--- config.mk ---
export PLATFORM = sky130hd
export DESIGN_NAME = spi_point
export DESIGN_NICKNAME = d
export VERILOG_FILES = /design/src/hdl/assert_macros.svh /design/src/hdl/spi_pkg.sv /design/src/hdl/spi_point.sv
export SDC_FILE = /design/constraint.sdc
export NUM_CORES = 1
export LEC_CHECK = 0
export ABC_AREA = 1
export BUFFER_PORTS_ARGS = -buffer_cell sky130_fd_sc_hd__buf_4
export CAP_MARGIN = 10
export CORE_AREA = 10 10 224 226
export DETAILED_ROUTE_END_ITERATION = 16
export DIE_AREA = 0 0 234 236
export MAX_ROUTING_LAYER = met4
export PLACE_DENSITY = 0.79
export SLEW_MARGIN = 20
export SYNTH_ARGS = -nofsm -noshare
export SYNTH_HDL_FRONTEND = slang
export SYNTH_SLANG_ARGS = --single-unit
--- constraint.sdc ---
create_clock -name clock -period 6.87 [get_ports clock]
set_input_delay 1.0305 -clock clock [delete_from_list [all_inputs] [get_ports clock]]
set_output_delay 1.0305 -clock clock [all_outputs]
set_load 0.05 [all_outputs]
--- src/hdl/assert_macros.svh ---
// Assertion macros used by the segment pair intersection RTL.
// Depends on nothing; the macros compile away when SYNTHESIS is defined.
`ifndef ASSERT_MACROS_SVH
`define ASSERT_MACROS_SVH
`ifndef SYNTHESIS
`define SPI_ASSERT(lbl, clk, rst, prop, msg) \
   lbl: assert property (@(posedge clk) disable iff (rst) (prop)) else $error(msg);
`define SPI_NEVER(lbl, clk, rst, prop, msg) \
   lbl: assert property (@(posedge clk) disable iff (rst) !(prop)) else $error(msg);
`else
`define SPI_ASSERT(lbl, clk, rst, prop, msg)
`define SPI_NEVER(lbl, clk, rst, prop, msg)
`endif
`endif

--- src/hdl/spi_pkg.sv ---
// Shared types and constants for the segment pair intersection core.
// Used by every module of the block but spi_div; depends on nothing.
package spi_pkg;

   localparam int STATUS_W = 3;
   localparam int THR_W = 32;
   localparam logic [THR_W-1:0] THR_RESET = 32'd1;

   typedef enum logic [STATUS_W-1:0] {
      ST_INTERSECT = 3'd0,
      ST_BOX_APART = 3'd1,
      ST_SHARED    = 3'd2,
      ST_PARALLEL  = 3'd3,
      ST_NONE      = 3'd4
   } status_type;

endpackage

--- src/hdl/spi_point.sv ---
// Two stage back end: scales the first direction by its parameter, then forms the result beat.
// Depends on spi_pkg.
module spi_point #(
   parameter int CW = 16,
   parameter int PFB = 16
) (
   input  logic                 clock,
   input  logic                 reset,
   input  logic                 in_valid,
   output logic                 in_ready,
   input  spi_pkg::status_type  status_in,
   input  logic signed [CW-1:0] ax0,
   input  logic signed [CW-1:0] ay0,
   input  logic signed [CW:0]   dax,
   input  logic signed [CW:0]   day,
   input  logic [PFB:0]         q_a,
   input  logic [PFB:0]         q_b,
   output logic                 out_valid,
   input  logic                 out_ready,
   output spi_pkg::status_type  status,
   output logic [PFB:0]         alpha_a,
   output logic [PFB:0]         alpha_b,
   output logic signed [CW-1:0] cross_x,
   output logic signed [CW-1:0] cross_y
);
   localparam int QW = PFB + 1;
   localparam int MW = CW + 1 + QW + 1;

   logic [1:0] v_ff;
   logic [1:0] adv;
   logic signed [MW-1:0] px_ff, py_ff;
   logic signed [CW-1:0] ax0_ff, ay0_ff;
   logic [QW-1:0] qa_ff, qb_ff;
   spi_pkg::status_type st_ff;
   logic hit;

   spi_pkg::status_type status_ff;
   logic [QW-1:0] alpha_a_ff, alpha_b_ff;
   logic signed [CW-1:0] cross_x_ff, cross_y_ff;

   assign adv[1] = !v_ff[1] || out_ready;
   assign adv[0] = !v_ff[0] || adv[1];
   assign in_ready = adv[0];

   always_ff @(posedge clock) begin
      if (reset) begin
         v_ff <= '0;
      end else begin
         if (adv[0]) v_ff[0] <= in_valid;
         if (adv[1]) v_ff[1] <= v_ff[0];
      end
   end

   assign hit = st_ff == spi_pkg::ST_INTERSECT;

   always_ff @(posedge clock) begin
      if (adv[0]) begin
         px_ff  <= MW'(dax) * $signed({1'b0, q_a});
         py_ff  <= MW'(day) * $signed({1'b0, q_a});
         ax0_ff <= ax0;
         ay0_ff <= ay0;
         qa_ff  <= q_a;
         qb_ff  <= q_b;
         st_ff  <= status_in;
      end
      if (adv[1]) begin
         status_ff  <= st_ff;
         alpha_a_ff <= hit ? qa_ff : '0;
         alpha_b_ff <= hit ? qb_ff : '0;
         cross_x_ff <= hit ? ax0_ff + CW'(px_ff >>> PFB) : '0;
         cross_y_ff <= hit ? ay0_ff + CW'(py_ff >>> PFB) : '0;
      end
   end

   assign out_valid = v_ff[1];
   assign status = status_ff;
   assign alpha_a = alpha_a_ff;
   assign alpha_b = alpha_b_ff;
   assign cross_x = cross_x_ff;
   assign cross_y = cross_y_ff;

endmodule

==> key figures <==
Floorplanning
  • Core Footprint: 45900 µm²
  • Starting Density: 59.3%
  • Ports: 178
  • Die W: around 230 µm
  • Cell Rows: 79
  • Die area: 55200 µm²
  • Die height: 236 µm

Cells and area
  • Share of layout cells above drive strength 1: 6.90%
  • Fillers: 3892
  • Non-filler cells, final: 4045
  • Synthesis-to-finish area growth: 8.44%
  • Fin nets: 4221

GRT
  • Global Route Usage Sum: 25.2%
  • Largest net degree at the start of global routing: 71
  • First-pass GRT wire length: 109 mm
  • Remaining Overflow, GRT: 0
  • Initial antenna violation count: 1
  • Vias in the first global route: 21700

Synthesis
  • Cell variety after synth: slightly above 40
  • Synth area leader: fa_1
  • Syn. warnings: 0
  • Predominant post-synthesis flop cell: edfxtp_1
  • Number of flops mapped to enable cells by yosys: 170
  • Synth Instances: 3357
  • Share of the synthesized area in the top cell type: 33.0%
  • Syn Std Cell Area: between 20000 and 30000 µm²
  • Post-synthesis register bit count: 172
  • Post-synthesis net count: 4154
  • Async SR Flop Fraction: 0%
  • Largest cells by area after synthesis: fa_1, edfxtp_1, inv_1, nand2_1, ha_1
  • Avg Inst Size Synth: 8.10 µm²
  • Register area share after synthesis: 18.9%

Drt
  • DR vias: 21100
  • Initial DRC Count: approximately 1800
  • Routed Wire Length: 65.3 mm
  • Drt drc: 0
  • First-pass iteration count of the detailed router: 8
  • Routed length per instance: 16.1 µm
  • Vias per cell: 5.21
  • Post-route ant nets: 0

Timing
  • Final max-slew violation count: 0
  • RSZ-0062 raised after global routing: no
  • Fmax: 166 MHz
  • Worst slew pin tran: 0.915 ns
  • Setup TNS: 0 ns
  • Minimum clock period: roughly 6.0 ns
  • Minimum hold slack: 0.499 ns
  • Period Utilization, post-route: 87.5%
  • Setup violations, final: 0
  • Skew final: between 0.01 and 0.015 ns
  • Max-slew headroom: approximately 40%
  • Final hold violations: 0

Setup path
  • FF-to-FF Start: py_ff[16]
  • CP Depth: 19
  • Critical path arrival: 6.19 ns
  • Worst reg-to-reg path cell count: 13
  • Largest delay share family, worst path: adder cells
  • Slowest stage cell, crit path: fa_1
  • Reg2reg end: cross_y[10]
  • WP buf/inv: 5
  • Critical Path Most Common Cell: fa_1
  • Crit path launch type: input port
  • Reg-to-reg slack, setup: approximately 4.6 ns
  • Crit path cell chain: buf_4 -> nand2_1 -> fa_1 -> fa_1 -> inv_1 -> fa_1 -> fa_1 -> fa_1 -> inv_1 -> fa_1 -> inv_1 -> ha_1 -> nand2_1 -> nor2_1 -> inv_1 -> nor2_1 -> o21ai_0 -> nand4_1 -> nand2_1
  • Req. time, crit path: about 7.1 ns
  • CP max FO: 34
  • WS Path Type: input port to register
  • Crit path largest cell delay: 0.55 ns
  • Element type at the critical path end: register

Clock network
  • Clock transition at path regs: ~0.060 ns
  • Clk Latency, worst-skew pair: around 0.45 ns
  • Post-CTS Hold Buffers: 0
  • CTS buffer count: 17
  • Setup bufs post-CTS: 0
  • Clock sinks: 172
  • Root Driver: clkbuf_16
  • # resized after CTS: 0
  • TritonCTS clock tree: yes
  • Clk buf depth: 2
  • H-tree levels: 4

Placed design
  • Placed Cells: 4012
  • PortBufs: 177
  • Placed wire-length estimate: 52.1 mm
  • GPL Wtd Cong: 1.00

Hold path
  • Hold Startpoint: v_ff[0]
  • Class of the most critical hold timing path: register to register
  • WHS Endpoint: v_ff[1]
  • Worst hold path depth: 2

Run
  • Maxcap violations: 0

Run status
  • Status: complete, no violations
[how the worst max path moves through the flow]
stage | start | to | slack (ns)
floorplan | day[3] | py_ff[20] | 0.86
global placement | day[16] | py_ff[29] | 0.51
detailed placement | q_a[15] | px_ff[21] | 0.47
CTS | q_a[15] | px_ff[21] | 0.92
global route | q_a[15] | px_ff[30] | 0.60
finish | q_a[15] | px_ff[21] | 0.86
[layout make-up]
class                   count  area [µm²]  area share [%]
clock inverters            15         225           0.764
flip-flops and latches    172        5140            17.4
diodes                      1        2.50         0.00848
multi-input cells        2063       17800            60.5
inverters                 984        3690            12.5
well taps                 607         759            2.58
repair buffers            186        1400            4.73
clock buffers              17         425            1.44
[flip-flops by register name (all words and copies together) (netlist names), 16 cells and up]
signal / cells
alpha_a: 17
alpha_b: 17
qa_ff: 17
qb_ff: 17
ax0_ff: 16
ay0_ff: 16
cross_x: 16
cross_y: 16
px_ff: 16
py_ff: 16
[worst min-delay path: stages (launching register included)]
cell and delay, ns:
dfxtp_1 0.34, inv_1 0.06, a21oi_1 0.06
[cells in the final DEF (no fill, tap or decap), types with 3 or more instances in the layout]
cell type    n
buf_4      186
or2_2        3
nor2_1     158
nor3_1      19
xnor2_1      7
o21a_1       4
clkinv_1     3
o21ai_1      4
edfxtp_1   170
nand4_1     15
nor2_2       3
fa_1       448
inv_1      982
clkbuf_16   17
nand2_2      6
o21ai_0     49
a21o_1      13
a21oi_1    112
xor2_1      10
o21bai_1    14
a31oi_1      4
inv_6        4
nand2_1    864
nand3_1     68
bufinv_16    3
nor4_1       4
ha_1       242
clkinv_8     4
[synthesized netlist by cell type, types with 2 or more instances]
cell and count:
a21o_1 13, a21oi_1 112, a31oi_1 4, buf_2 6, buf_4 2, clkbuf_1 129, clkinv_1 2, dfxtp_1 2
edfxtp_1 170, fa_1 448, ha_1 242, inv_1 982, nand2_1 865, nand2_2 6, nand3_1 69, nand3b_1 2
nand4_1 15, nor2_1 158, nor2_2 3, nor3_1 19, nor4_1 4, o21a_1 4, o21ai_0 49, o21ai_1 4
o21bai_1 14, or2_2 3, xnor2_1 7, xor2_1 10
[kinds of logic after synthesis]
family / Yosys count / synth area share [%]
AOI/OAI and AO/OA: 204 / 4.11
xor gates and xnor gates: 17 / 0.547
buffers and inverters: 1122 / 15.5
and+or+nand+nor: 1152 / 16.8
DFF: 172 / 18.9
adders and majority gates: 690 / 44.1
[through the flow]
stage          area, µm²  worst slack [ns]  util, %
5_1_grt            29500             0.603     64.3
3_3_place_gp       28800             0.511     62.9
4_1_cts            29500             0.925     64.3
6_report           29500             0.859     64.3
3_5_place_dp       28800             0.468     62.9
2_1_floorplan      27200             0.855        -
[layer usage]
metal | GRT usage [%] | up-vias | part of all wire [%] | wire, µm
li1 | - | 9886 | - | -
met1 | 34.2 | 10200 | 43 | 28000
met2 | 39.6 | 831 | 47 | 30900
met3 | 3.69 | 89 | 8.1 | 5300
met4 | 5.65 | 0 | 1.7 | 1130
met5 | - | - | 0 | 0
Power is not shown: default switching activity piles up to over one toggle a cycle in this logic, so the estimate is an artifact.
